--- config.mk ---
export PLATFORM = sky130hd
export DESIGN_NAME = hex_reply_frame_checker_unit
export DESIGN_NICKNAME = d
export VERILOG_FILES = /design/src/rtl/core/hrf_pkg.sv /design/src/rtl/core/hrf_frame_decode.sv /design/src/rtl/core/hrf_result_fifo.sv /design/src/rtl/core/hex_reply_frame_checker_unit.sv
export SDC_FILE = /design/constraint.sdc
export NUM_CORES = 1
export LEC_CHECK = 0
export BUFFER_PORTS_ARGS = -buffer_cell sky130_fd_sc_hd__buf_2
export CAP_MARGIN = 20
export CORE_ASPECT_RATIO = 0.9
export CORE_MARGIN = 4
export CORE_UTILIZATION = 30
export CTS_BUF_LIST = sky130_fd_sc_hd__clkbuf_2
export CTS_CLUSTER_DIAMETER = 40
export DETAILED_ROUTE_END_ITERATION = 10
export PLACE_DENSITY = 0.53
export SYNTH_ARGS = -nofsm -noshare
export SYNTH_HDL_FRONTEND = slang
export SYNTH_SLANG_ARGS = --single-unit
--- constraint.sdc ---
create_clock -name clk -period 7.2 [get_ports clk]
set_input_delay 0 -clock clk [delete_from_list [all_inputs] [get_ports clk]]
set_output_delay 0 -clock clk [all_outputs]
set_load 0.01 [all_outputs]
--- src/rtl/core/hrf_pkg.sv ---
// Shared types, constants and decode functions of the hex reply frame checker.
package hrf_pkg;

    localparam int LINE_CHARS_DEF = 64;
    localparam int FIFO_DEPTH     = 4;

    localparam logic [7:0] COLON_CHAR = 8'h3A;
    localparam logic [7:0] CKS_TARGET = 8'h55;

    localparam logic KIND_BYTE    = 1'b0;
    localparam logic KIND_VERDICT = 1'b1;

    localparam logic [2:0] ST_OK        = 3'd0;
    localparam logic [2:0] ST_NO_COLON  = 3'd1;
    localparam logic [2:0] ST_BAD_CKS   = 3'd2;
    localparam logic [2:0] ST_WRONG_RSP = 3'd3;
    localparam logic [2:0] ST_OVERLONG  = 3'd4;

    typedef struct packed {
        logic [7:0] character;
        logic       last;
        logic [3:0] sent_command;
    } in_item_t;

    typedef struct packed {
        logic       result_kind;
        logic [7:0] byte_value;
        logic [6:0] byte_index;
        logic [2:0] status;
        logic [7:0] frame_bytes;
        logic       is_final;
    } out_item_t;

    // Write strobes from the frame decoder into the result queue.
    typedef struct packed {
        logic first_valid;
        logic second_valid;
    } push_ctl_t;

    function automatic logic [3:0] hex_value(input logic [7:0] c);
        logic [3:0] v;
        v = 4'd0;
        if (c >= 8'h30 && c <= 8'h39) begin
            v = 4'(c - 8'h30);
        end else if (c >= 8'h61 && c <= 8'h66) begin
            v = 4'(c - 8'h57);
        end else if (c >= 8'h41 && c <= 8'h46) begin
            v = 4'(c - 8'h37);
        end
        return v;
    endfunction

    function automatic logic [7:0] expected_code(input logic [3:0] sent);
        logic [7:0] e;
        case (sent)
            4'd1:       e = 8'd5;
            4'd3, 4'd4: e = 8'd1;
            default:    e = {4'd0, sent};
        endcase
        return e;
    endfunction

endpackage

--- src/rtl/core/hrf_frame_decode.sv ---
// Frame state and per-character decode: pairs nibbles into bytes and builds the verdict.
module hrf_frame_decode #(
    parameter int LINE_CHARS = hrf_pkg::LINE_CHARS_DEF
) (
    input  logic              clk,
    input  logic              rst_n,
    input  logic              accept,
    input  hrf_pkg::in_item_t item,
    output hrf_pkg::push_ctl_t push,
    output hrf_pkg::out_item_t first_result,
    output hrf_pkg::out_item_t second_result
);
    import hrf_pkg::*;

    logic       in_frame_reg,  in_frame_next;
    logic       colon_reg,     colon_next;
    logic       pending_reg,   pending_next;
    logic [3:0] held_reg,      held_next;
    logic [7:0] sum_reg,       sum_next;
    logic [7:0] first_reg,     first_next;
    logic [7:0] count_reg,     count_next;
    logic       overlong_reg,  overlong_next;

    logic       fresh;
    logic       cur_pending;
    logic [3:0] cur_held;
    logic [7:0] cur_sum;
    logic [7:0] cur_first;
    logic [7:0] cur_count;
    logic       cur_overlong;
    logic [8:0] pos;
    logic       drop;
    logic [3:0] nib;
    logic [7:0] byte_val;
    logic       byte_done;
    logic [2:0] status;
    out_item_t  byte_item;
    out_item_t  verdict_item;

    always_comb
    begin
        // The first character of a line starts from a cleared frame.
        fresh        = !in_frame_reg;
        cur_pending  = fresh ? 1'b0 : pending_reg;
        cur_held     = fresh ? 4'd0 : held_reg;
        cur_sum      = fresh ? 8'd0 : sum_reg;
        cur_first    = fresh ? 8'd0 : first_reg;
        cur_count    = fresh ? 8'd0 : count_reg;
        cur_overlong = fresh ? 1'b0 : overlong_reg;
        colon_next   = fresh ? (item.character == COLON_CHAR) : colon_reg;

        pos       = {cur_count, 1'b0} + {8'd0, cur_pending};
        drop      = cur_overlong || (pos >= 9'(LINE_CHARS));
        nib       = hex_value(item.character);
        byte_val  = {cur_held, nib};
        byte_done = !drop && cur_pending;

        overlong_next = cur_overlong || drop;
        held_next     = (!drop && !cur_pending) ? nib : cur_held;
        pending_next  = drop ? cur_pending : !cur_pending;
        sum_next      = byte_done ? cur_sum + byte_val : cur_sum;
        first_next    = (byte_done && cur_count == 8'd0) ? byte_val : cur_first;
        count_next    = byte_done ? cur_count + 8'd1 : cur_count;
        in_frame_next = !item.last;

        if (!colon_next) begin
            status = ST_NO_COLON;
        end else if (overlong_next) begin
            status = ST_OVERLONG;
        end else if (sum_next != CKS_TARGET) begin
            status = ST_BAD_CKS;
        end else if (first_next != expected_code(item.sent_command)) begin
            status = ST_WRONG_RSP;
        end else begin
            status = ST_OK;
        end

        byte_item.result_kind = KIND_BYTE;
        byte_item.byte_value  = byte_val;
        byte_item.byte_index  = cur_count[6:0];
        byte_item.status      = ST_OK;
        byte_item.frame_bytes = 8'd0;
        byte_item.is_final    = 1'b0;

        verdict_item.result_kind = KIND_VERDICT;
        verdict_item.byte_value  = 8'd0;
        verdict_item.byte_index  = 7'd0;
        verdict_item.status      = status;
        verdict_item.frame_bytes = count_next;
        verdict_item.is_final    = 1'b1;

        // A byte completed by the last character goes out ahead of the verdict.
        push.first_valid  = accept && (byte_done || item.last);
        push.second_valid = accept && byte_done && item.last;
        first_result      = byte_done ? byte_item : verdict_item;
        second_result     = verdict_item;
    end

    always_ff @(posedge clk or negedge rst_n)
    begin
        if (!rst_n) begin
            in_frame_reg <= 1'b0;
            colon_reg    <= 1'b0;
            pending_reg  <= 1'b0;
            held_reg     <= 4'd0;
            sum_reg      <= 8'd0;
            first_reg    <= 8'd0;
            count_reg    <= 8'd0;
            overlong_reg <= 1'b0;
        end else if (accept) begin
            in_frame_reg <= in_frame_next;
            colon_reg    <= colon_next;
            pending_reg  <= pending_next;
            held_reg     <= held_next;
            sum_reg      <= sum_next;
            first_reg    <= first_next;
            count_reg    <= count_next;
            overlong_reg <= overlong_next;
        end
    end

    a_second_needs_first: assert property (@(posedge clk) disable iff (!rst_n)
        push.second_valid |-> push.first_valid)
        else $error("second result pushed without a first");

    a_last_closes_frame: assert property (@(posedge clk) disable iff (!rst_n)
        (accept && item.last) |=> !in_frame_reg)
        else $error("frame still open after its last character");

    a_count_in_line: assert property (@(posedge clk) disable iff (!rst_n)
        in_frame_reg |-> ({count_reg, 1'b0} <= 9'(LINE_CHARS)))
        else $error("byte count beyond line length");

endmodule

--- src/rtl/core/hrf_result_fifo.sv ---
// Result queue: takes up to two results per cycle, hands out one per cycle while not stalled.
module hrf_result_fifo (
    input  logic               clk,
    input  logic               rst_n,
    input  hrf_pkg::push_ctl_t push,
    input  hrf_pkg::out_item_t first_result,
    input  hrf_pkg::out_item_t second_result,
    output logic               room,
    output logic               valid,
    input  logic               stall,
    output hrf_pkg::out_item_t result
);
    import hrf_pkg::*;

    localparam int PTR_W = $clog2(FIFO_DEPTH);
    localparam int CNT_W = $clog2(FIFO_DEPTH + 1);

    out_item_t        mem [FIFO_DEPTH];
    logic [PTR_W-1:0] wr_ptr_reg, wr_ptr_next;
    logic [PTR_W-1:0] rd_ptr_reg, rd_ptr_next;
    logic [CNT_W-1:0] count_reg,  count_next;
    logic [1:0]       push_cnt;
    logic             pop;

    always_comb
    begin
        push_cnt    = {1'b0, push.first_valid} + {1'b0, push.second_valid};
        pop         = valid && !stall;
        wr_ptr_next = wr_ptr_reg + PTR_W'(push_cnt);
        rd_ptr_next = rd_ptr_reg + PTR_W'(pop);
        count_next  = count_reg + CNT_W'(push_cnt) - CNT_W'(pop);
    end

    assign valid  = (count_reg != '0);
    assign result = mem[rd_ptr_reg];
    assign room   = (count_reg <= CNT_W'(FIFO_DEPTH - 2));

    always_ff @(posedge clk)
    begin
        if (push.first_valid)
        begin
            mem[wr_ptr_reg] <= first_result;
        end
        if (push.second_valid)
        begin
            mem[wr_ptr_reg + PTR_W'(1)] <= second_result;
        end
    end

    always_ff @(posedge clk or negedge rst_n)
    begin
        if (!rst_n)
        begin
            wr_ptr_reg <= '0;
            rd_ptr_reg <= '0;
            count_reg  <= '0;
        end
        else
        begin
            wr_ptr_reg <= wr_ptr_next;
            rd_ptr_reg <= rd_ptr_next;
            count_reg  <= count_next;
        end
    end

    a_no_overflow: assert property (@(posedge clk) disable iff (!rst_n)
        CNT_W'(push_cnt) <= CNT_W'(FIFO_DEPTH) - count_reg)
        else $error("result queue overflow");

    a_count_bound: assert property (@(posedge clk) disable iff (!rst_n)
        count_reg <= CNT_W'(FIFO_DEPTH))
        else $error("result queue count out of range");

    a_stalled_result_holds: assert property (@(posedge clk) disable iff (!rst_n)
        (valid && stall) |=> (valid && $stable(result)))
        else $error("stalled result changed or dropped");

endmodule

--- src/rtl/core/hex_reply_frame_checker_unit.sv ---
// Top level of the hex reply frame checker.
// Takes one reply character per cycle. A character that completes a byte is
// answered by that byte, and the character marked last by a frame verdict
// (after the byte, if it completes one), so one character yields zero, one
// or two results. Results wait in a four-entry queue; the input stalls
// only while fewer than two queue entries are free, so with a consumer that
// takes one result per cycle the block sustains one character per cycle.
module hex_reply_frame_checker_unit #(
    parameter int LINE_CHARS = hrf_pkg::LINE_CHARS_DEF
) (
    input  logic               clk,
    input  logic               rst_n,
    input  logic               item_valid,
    output logic               item_stall,
    input  hrf_pkg::in_item_t  item,
    output logic               result_valid,
    input  logic               result_stall,
    output hrf_pkg::out_item_t result
);
    import hrf_pkg::*;

    logic      room;
    logic      accept;
    push_ctl_t push;
    out_item_t first_result;
    out_item_t second_result;

    assign item_stall = !room;
    assign accept     = item_valid && room;

    hrf_frame_decode #(
        .LINE_CHARS(LINE_CHARS)
    ) u_decode (
        .clk          (clk),
        .rst_n        (rst_n),
        .accept       (accept),
        .item         (item),
        .push         (push),
        .first_result (first_result),
        .second_result(second_result)
    );

    hrf_result_fifo u_fifo (
        .clk          (clk),
        .rst_n        (rst_n),
        .push         (push),
        .first_result (first_result),
        .second_result(second_result),
        .room         (room),
        .valid        (result_valid),
        .stall        (result_stall),
        .result       (result)
    );

endmodule

==> results_dict.tcl, run 1 <==
set metrics [dict create \
    grt_overflow 0 \
    core_um2 24500 \
    drc_errors 0 \
    final.setup.worst_slack_ns 2.95 \
    areaGrowthSynthToFinish_pct 12.5 \
    drt_iter0_markers 442 \
    synth-edff-count 44 \
    status "completed" \
    rsz0062_at_grt "false" \
    avgSynthCellArea_um2 9.95 \
    final-seq-area_um2 3580 \
    num_io_pins 47 \
    synth_compound_area_frac 0.166 \
    rows 54 \
    slew_viol_final 0 \
    fillers 2573 \
    max_freq_ghz 0.235 \
    instances_no_fill 1147 \
    yosysWarningCount 0 \
    yosys.area_share.adder 0.0453 \
    final_nets 840 \
    maxCapViolCount 0 \
    slowest_delay_ns 0.85 \
    htreeDepth 4 \
    crit_arrival_ns 4.77 \
    syn_inst 754 \
    whs_ns 0.0936 \
    dieHeight_um 158 \
    setup_tns_ns 0 \
    hold_class "in2reg" \
    grt_pass1_vias 5691 \
    finalCritPeriodShare 0.590 \
    clkSinkCount 147 \
    ys.flop_type "dfxtp_1" \
    worstSetupStartpointType "flip-flop" \
    p_per_area_nw_per_um2 269 \
    cts_tree "yes" \
    start_util 0.307 \
    cts-root-buf "clkbuf_2" \
    peakVddDrop_mv 0.0998 \
    dpl.hpwl_mm 13.7 \
    crit_slowest_cell "o41ai_1" \
    synthArstFlopShare 0.265 \
    regMostFlops "u_fifo.mem" \
    critical_path_required_ns 7.72 \
    synth-seq-cells 147 \
    grt_max_degree 42 \
    ctsResizeCount 0 \
    cp_cell_sequence "o41ai_1 -> ha_1 -> buf_4 -> inv_1 -> nor2_1 -> a31oi_1 -> o211a_1 -> nor4b_2 -> o31ai_1 -> o211ai_1 -> and2_1" \
    finalInstanceArea_um2 8440 \
    synthMuxAreaShare 0.0897 \
    die-width_um 175 \
    cp-end-kind "flip-flop" \
    path_class "reg2reg" \
    port_buffers 46 \
    drt-total-wl_mm 20.2 \
    timing.critical_path.max_delay_family "compound AO/OA/AOI/OAI gates" \
    cts_buffer_depth 2 \
    cts_made_buffers 17 \
    numPlacedInstances 1096 \
    path_clk_slew_ns 0.22 \
    multiInputGateArea_um2 3630 \
    setup-violations-final 0 \
    grt_pass1_wl_mm 32.5 \
    die_area_um2 27600 \
    synth_top_family_by_area "compound AO/OA/AOI/OAI gates" \
    drtPass1Iterations 5 \
    ys_types 67 \
    r2r_slack_ns 2.95 \
    leakagePower_nw 3.23 \
    yosysSeqAreaShare 0.477 \
    synth_nets 797 \
    synth_simple_gate_area_frac 0.166 \
    detail-route-antenna-nets 0 \
    syn_area_um2 7500 \
    wl_per_cell_um 17.6 \
    largest_reg_flops 108 \
    synthXorXnorAreaFrac 0.0175 \
    slew_headroom 0.339 \
    track_usage 0.149 \
    place_area_um2 8030 \
    antenna_found_initial 1 \
    hold_viol 0 \
    worst_slew_pin_slew_ns 0.979 \
    finClkSkew_ns 0.0413 \
    path_buf_inv 2 \
    via_count 5913 \
    critPathMaxFanout 30 \
    drive_above_1_share 0.162 \
    fin_crit_ns 4.25 \
    pre_cts_ws_ns 2.99 \
    post_cts_buffers 0 \
    gp_congestion 0.801 \
    clk_latency_ns 0.74 \
    routed_via_density 5.16 \
]
cells in the mapped netlist, drive strengths merged, types with 4 or more instances:
master | instances | area share
xor2 | 6 | 0.0070
nor2b | 5 | 0.0042
xnor2 | 9 | 0.011
o31ai | 6 | 0.0073
nor2 | 43 | 0.022
ha | 24 | 0.040
mux4 | 27 | 0.081
o21ai | 91 | 0.061
nand2 | 100 | 0.050
nand3 | 65 | 0.043
dfxtp | 64 | 0.17
nor3 | 13 | 0.010
a32o | 6 | 0.0080
o22ai | 30 | 0.025
buf | 9 | 0.0067
clkbuf | 41 | 0.021
o21a | 7 | 0.0070
mux2i | 5 | 0.0072
and2 | 20 | 0.017
a31oi | 5 | 0.0062
a21oi | 16 | 0.012
a22oi | 4 | 0.0040
edfxtp | 44 | 0.18
dfrtp | 39 | 0.13
o211ai | 4 | 0.0040
inv | 23 | 0.012
per-stage QoR:
step                utilization  total power, mW
detailed placement        0.328             1.82
global route              0.345             2.42
global placement          0.328             1.81
CTS                       0.345             2.29
floorplan                     -             1.58
finish                    0.345             2.27
layout make-up:
type | count | area share
clock inverter | 13 | 0.0153
clock buffer | 19 | 0.0113
timing repair buffer | 74 | 0.0587
sequential | 147 | 0.424
multi-input combinational | 533 | 0.430
tap | 336 | 0.0498
antenna | 1 | 0.000296
inverter | 24 | 0.0107
tightest hold or removal path: stages:
cell and delay [ns]:
buf_2 0.12, xnor2_1 0.18, o31ai_1 0.08, o211ai_1 0.20
and2_1 0.16
cells by family (layout without fill, tap and decap cells):
logic type               Yosys count  in the layout
flip-flops                       147            147
XOR/XNOR                          15             15
buffers and inverters             74            130
multiplexers                      33             33
AO/OA/AOI/OAI                    196            196
other                              0              1
adder cells (fa/ha/maj)           26             26
AND/OR/NAND/NOR                  263            263
power breakdown:
part           switching, mW  internal (mW)
registers              0.108          0.946
logic                  0.451          0.296
clock network          0.309          0.163
total                  0.868           1.40
cell usage in the layout (no fill, tap or decap), types with 17 or more instances in the layout:
cell type / count
nand2_1: 100
nor2_1: 43
dlygate4sd3_1: 17
edfxtp_1: 44
mux4_2: 27
ha_1: 24
dfxtp_1: 64
clkbuf_2: 19
buf_2: 46
o22ai_1: 30
inv_1: 22
nand3_1: 65
and2_1: 20
dfrtp_1: 38
o21ai_0: 90
layer usage:
metal	track usage	vias to the layer above	share of wire
li1	-	2843	-
met1	0.209	2884	0.47
met2	0.239	162	0.46
met3	0.0258	24	0.046
met4	0.0449	0	0.015
met5	0	-	0
path summary, 6_finish.rpt:
check / startpoint / endpoint / cells past startpoint
min in group asynchronous: rst_n / u_decode.sum_reg[2]$_DFFE_PN0P_ / 4
setup / recovery: u_decode.count_reg[6]$_DFFE_PN0P_ / u_fifo.mem[1][9]$_DFFE_PP_ / 11
setup reg to reg: u_decode.count_reg[6]$_DFFE_PN0P_ / u_fifo.mem[1][9]$_DFFE_PP_ / 11
hold reg to reg: u_fifo.mem[2][0]$_SDFFE_PP1P_ / u_fifo.mem[2][0]$_SDFFE_PP1P_ / 2
max in group asynchronous: rst_n / u_decode.count_reg[2]$_DFFE_PN0P_ / 4
hold / removal: item[3] / u_fifo.mem[3][9]$_DFFE_PP_ / 5
repair_timing:
item | in CTS | in global routing
hold endpoints to repair | 90 | 0
hold buffers | 18 | 0
endpoints found under the setup margin | 0 | 0
(Power assumes the default switching activity.)
==> run 2: changes to the inputs <==
- clock period: 7.2 -> 4 ns (I/O delays scaled with it)
==> run 2 against run 1 <==
Sequential share of layout area fell by 0.72 points. Utilization rose by 0.59 points. Critical endpoint unchanged. Clock-buffer cell count fell by 2. Power rose by 81%. Combinational power rose by 97%. Final cell count rose by 1.3%. Final area rose by 1.7%. Highest routed layer unchanged. Largest cell class unchanged.
==> results_dict.tcl, run 2 (same netlist as run 1, synthesis figures left out) <==
set metrics [dict create \
    status "completed" \
    cp_num_cells 18 \
    regMostFlops "u_fifo.mem" \
    cts_buffer_depth 2 \
    crit_start "item[5]" \
    finalInstanceArea_um2 8590 \
    critical_path_required_ns 4.59 \
    dpl.hpwl_mm 13.8 \
    slew_headroom 0.458 \
    cts_tree "yes" \
    path_class "in2reg" \
    post_cts_buffers 0 \
    core_um2 24500 \
    rsz0062_at_grt "false" \
    max_freq_ghz 0.262 \
    maxCapViolCount 0 \
    mostFrequentLayoutCell "nand2_1" \
    drc_errors 0 \
    clk_latency_ns 0.74 \
    path_buf_inv 4 \
    gp_congestion 0.849 \
    leakagePower_nw 3.30 \
    peakVddDrop_mv 0.294 \
    crit_slowest_cell "dlygate4sd3_1" \
    path_clk_slew_ns 0.23 \
    drt_iter0_markers 368 \
    cts_made_buffers 17 \
    num_io_pins 47 \
    clkSinkCount 147 \
    endpoint "u_fifo.mem[1][9]$_DFFE_PP_" \
    slowest_delay_ns 0.56 \
    grt_overflow 0 \
    cp-end-kind "flip-flop" \
    areaGrowthSynthToFinish_pct 14.5 \
    largest_reg_flops 108 \
    hold_class "in2reg" \
    pre_cts_ws_ns 0.420 \
    timing.critical_path.max_delay_family "buffers and inverters" \
    start_util 0.307 \
    drive_above_1_share 0.181 \
    cp_cell_sequence "dlygate4sd3_1 -> buf_2 -> inv_1 -> ha_2 -> nor3b_2 -> nor4_2 -> dlygate4sd3_1 -> a31o_2 -> ha_1 -> fa_1 -> xor2_1 -> nand2_1 -> o31ai_2 -> o2111ai_2 -> nor4b_4 -> o31ai_1 -> o211ai_1 -> and2_1" \
    cts-root-buf "clkbuf_2" \
    critPathMaxFanout 5 \
    regToRegStartpoint "u_decode.count_reg[6]$_DFFE_PN0P_" \
    antenna_found_initial 1 \
    hold_viol 0 \
    place_area_um2 8110 \
    detail-route-antenna-nets 0 \
    reg2reg_depth 11 \
    dieHeight_um 158 \
    worstSetupStartpointType "primary input" \
    wl_per_cell_um 17.2 \
    r2r_end "u_fifo.mem[1][9]$_DFFE_PP_" \
    final.setup.worst_slack_ns 0.178 \
    crit_arrival_ns 4.41 \
    worst_path_most_repeated_cell "dlygate4sd3_1" \
    die_area_um2 27600 \
    setup-violations-final 0 \
    finalCritPeriodShare 0.955 \
    via_count 5899 \
    whs_ns 0.0874 \
    final_nets 855 \
    htreeDepth 4 \
    grt_max_degree 42 \
    p_per_area_nw_per_um2 479 \
    grt_pass1_wl_mm 32.5 \
    fin_crit_ns 3.82 \
    port_buffers 46 \
    track_usage 0.150 \
    drtPass1Iterations 5 \
    layout_common_cells "nand2_1 (100), o21ai_0 (90), nand3_1 (65)" \
    drt-total-wl_mm 20.0 \
    routed_via_density 5.08 \
    fillers 2545 \
    grt_pass1_vias 5906 \
    finClkSkew_ns 0.0648 \
    slew_viol_final 0 \
    r2r_slack_ns 0.58 \
    die-width_um 175 \
    rows 54 \
    worst_slew_pin_slew_ns 0.804 \
    setup_tns_ns 0 \
]
## run 2: cell types whose count changed in the layout (fill, tap and decap cells not counted), moves of 2 or more
| cell | change |
|---|---|
| buf_4 | +11 |
| bufinv_16 | -2 |
| clkbuf_2 | -2 |
| clkinv_1 | -2 |
| clkinvlp_4 | +2 |
| dlygate4sd3_1 | +3 |
| inv_6 | +5 |
## run 2: worst min-delay path by stage
| stage | startpoint | cells past startpoint | endpoint |
|---|---|---|---|
| after floorplan | rst_n | 0 | u_decode.colon_reg$_DFFE_PN0P_ |
| after global placement | rst_n | 1 | u_decode.first_reg[0]$_DFFE_PN0P_ |
| after detailed placement | rst_n | 1 | u_decode.first_reg[0]$_DFFE_PN0P_ |
| after CTS | item[10] | 5 | u_decode.first_reg[3]$_DFFE_PN0P_ |
| after global routing | item[10] | 6 | u_fifo.mem[0][19]$_SDFFE_PP0P_ |
| final | item[10] | 5 | u_decode.first_reg[3]$_DFFE_PN0P_ |
## run 2: routing by layer
metal / routed length, um / up-vias / track usage
met3: 934 / 17 / 0.0296
met5: 0 / - / 0
met1: 9620 / 2860 / 0.208
li1: - / 2883 / -
met2: 9180 / 139 / 0.244
met4: 216 / 0 / 0.0333
## run 2: cell type report
type | instances | area [um^2] | area share
clock buffers | 17 | 85.1 | 0.00991
well taps | 336 | 420 | 0.0489
diodes | 1 | 2.50 | 0.000291
clock inverters | 15 | 116 | 0.0135
multi-input cells | 533 | 3660 | 0.426
repair buffers | 89 | 636 | 0.0740
flip-flops and latches | 147 | 3580 | 0.417
inverters | 24 | 90.1 | 0.0105
## run 2: through the flow
step           instances  total power [mW]  utilization
2_1_floorplan        754              2.85            -
3_3_place_gp        1107              3.31        0.332
3_5_place_dp        1107              3.33        0.332
4_1_cts             1160              4.14        0.349
5_1_grt             1162              4.39        0.351
6_report            1162              4.11        0.351
## run 2: repair_timing
item | 4_1_cts | 5_1_grt
hold buffers | 21 | 0
endpoints found under the hold margin | 99 | 0
endpoints found under the setup margin | 0 | 2
resized for setup | 0 | 5
## run 2: report_power, final
group          leakage [nW]  internal (mW)  switching, mW
registers              1.45           1.70          0.149
clock network         0.130          0.180          0.604
logic                  1.72          0.590          0.885
## run 2: worst register-to-register path: stages (launching register included)
cell      delay [ns]
dfrtp_1         0.55
o41ai_1         0.40
buf_4           0.20
ha_1            0.20
buf_4           0.26
inv_1           0.31
a221o_1         0.40
nor3_1          0.37
nor4b_4         0.09
o31ai_1         0.08
o211ai_1        0.18
and2_1          0.17
==> run 3: changes to the inputs <==
- BUFFER_PORTS_ARGS: -buffer_cell sky130_fd_sc_hd__buf_2 -> unset
- CAP_MARGIN: 20 -> unset
- DONT_BUFFER_PORTS: unset -> 1
- PLACE_DENSITY: 0.53 -> 0.52
- RECOVER_POWER: unset -> 25
==> run 3 against run 2 <==
Worst setup slack improved by 0.036 ns. The run now ends with max-capacitance violations, max-slew violations left. Hold slack gained 0.0087 ns. Sequential power increased by 6%. Utilization decreased by 0.54 points. Maximum frequency up 0.94%. Clock-buffer cell count did not move.
==> results_dict.tcl, run 3 (same netlist as run 1, synthesis figures left out) <==
set metrics [dict create \
    start_util 0.307 \
    violations "max-capacitance violations, max-slew violations" \
    cts_buffer_depth 2 \
    worst_slew_pin_slew_ns 2.26 \
    cts_tree "yes" \
    detail-route-antenna-nets 0 \
    critical_path_required_ns 4.59 \
    final_util 0.346 \
    max_freq_ghz 0.264 \
    grt_pass1_wl_mm 33.8 \
    maxCapViolCount 2 \
    crit_start "item[5]" \
    dieHeight_um 158 \
    hold_class "in2reg" \
    worstSetupStartpointType "primary input" \
    grt_util_met2 0.248 \
    areaGrowthSynthToFinish_pct 12.7 \
    fin_crit_ns 3.79 \
    path_clk_slew_ns 0.24 \
    num_io_pins 47 \
    die-width_um 175 \
    drtPass1Iterations 5 \
    regMostFlops "u_fifo.mem" \
    drc_errors 0 \
    slew_headroom -0.505 \
    drt_iter0_markers 552 \
    die_area_um2 27600 \
    antenna_found_initial 1 \
    drt-total-wl_mm 21.0 \
    drive_above_1_share 0.122 \
    instances_no_fill 1124 \
    finalInstanceArea_um2 8460 \
    p_per_area_nw_per_um2 500 \
    leakagePower_nw 3.12 \
    peakVddDrop_mv 0.194 \
    final_nets 817 \
    largest_reg_flops 108 \
    port_buffers 0 \
    numPlacedInstances 1061 \
    grt_use_met3 0.0425 \
    cts-root-buf "clkbuf_2" \
    top_usage_layer "met2" \
    total_power_mw 4.23 \
    setup_tns_ns 0 \
    cp-end-kind "flip-flop" \
    routed_via_density 5.25 \
    crit_arrival_ns 4.37 \
    path_class "in2reg" \
    status "finished with violations" \
    via_count 5896 \
    layout_common_cells "nand2_1 (100), o21ai_0 (90), nand3_1 (65)" \
    regToRegStartpoint "u_decode.count_reg[6]$_DFFE_PN0P_" \
    fillers 2555 \
    hold_viol 0 \
    grt_overflow 0 \
    grt_pass1_vias 5820 \
    dpl.hpwl_mm 14.1 \
    rsz0062_at_grt "false" \
    grt_max_degree 42 \
    track_usage 0.157 \
    finClkSkew_ns 0.0341 \
    clkSinkCount 147 \
    slew_viol_final 69 \
    core_um2 24500 \
    r2r_slack_ns 0.22 \
    setup-violations-final 0 \
    htreeDepth 4 \
    clk_latency_ns 0.72 \
    rows 54 \
    min_from "item[6]" \
    critPathMaxFanout 4 \
    reg2reg_depth 12 \
    wl_per_cell_um 18.7 \
    finalCritPeriodShare 0.947 \
    gp_congestion 0.844 \
    use_met1 0.215 \
    mostFrequentLayoutCell "nand2_1" \
    place_area_um2 7880 \
    cts_made_buffers 17 \
    min_path_cells 4 \
]
run 3: changes by cell type in the layout (fill, tap and decap cells not counted), sizes merged, moves of 3 or more:
| cell | change |
|---|---|
| dlygate4sd3 | +7 |
| clkinv | +4 |
| clkbuf | +3 |
| bufinv | +4 |
| inv | -7 |
| buf | -49 |
run 3: critical path, stage by stage:
cell and delay (ns):
dlygate4sd3_1 0.55, inv_1 0.12, ha_1 0.22, nor3b_1 0.24, nor4_2 0.08, a31o_2 0.26
dlygate4sd3_1 0.63, ha_1 0.24, fa_1 0.42, xor2_1 0.16, nand2_1 0.08, o31ai_1 0.25
o2111ai_1 0.19, nor4b_2 0.31, o31ai_1 0.12, o211ai_1 0.21, buf_4 0.16, nor2b_1 0.12
run 3: what timing repair did:
action	CTS	global route
gates resized for setup	0	0
hold endpoints to repair	130	4
endpoints found under the setup margin	0	4
setup buffers	0	1
hold buffers	27	2
run 3: metal layers:
metal	up-vias	wire (um)
li1	2803	-
met1	2889	9770
met2	185	9500
met3	19	1480
met4	0	246
met5	-	0
run 3: through the flow:
step,hold slack (ns),worst slack [ns]
after floorplan,-0.296,0.515
after global placement,-0.293,0.565
after detailed placement,-0.292,0.480
after CTS,0.00811,0.240
after global routing,0.0260,0.0146
final,0.0961,0.214
run 3: cell type report:
type                            count  area, um^2  share of cell area
Tap cell                          336         420              0.0497
Antenna cell                        1        2.50            0.000296
Inverter                           24        90.1              0.0107
Clock buffer                       17        85.1              0.0101
Clock inverter                     15         205              0.0243
Multi-Input combinational cell    533        3630               0.430
Sequential cell                   147        3580               0.423
Timing Repair Buffer               51         442              0.0522
run 3: power by group:
group	internal, mW	switching, mW
Sequential	1.70	0.267
Combinational	0.511	0.746
Clock	0.420	0.587
run 3: worst paths after layout:
| check | end |
|---|---|
| max | u_fifo.mem[0][9]$_DFFE_PP_ |
| max reg2reg | u_fifo.mem[2][10]$_DFFE_PP_ |
| max in group asynchronous | u_fifo.rd_ptr_reg[1]$_DFF_PN0_ |
| min in group asynchronous | u_fifo.count_reg[2]$_DFF_PN0_ |
| min reg2reg | u_fifo.mem[2][0]$_SDFFE_PP1P_ |
| min | u_decode.held_reg[3]$_DFFE_PN0P_ |
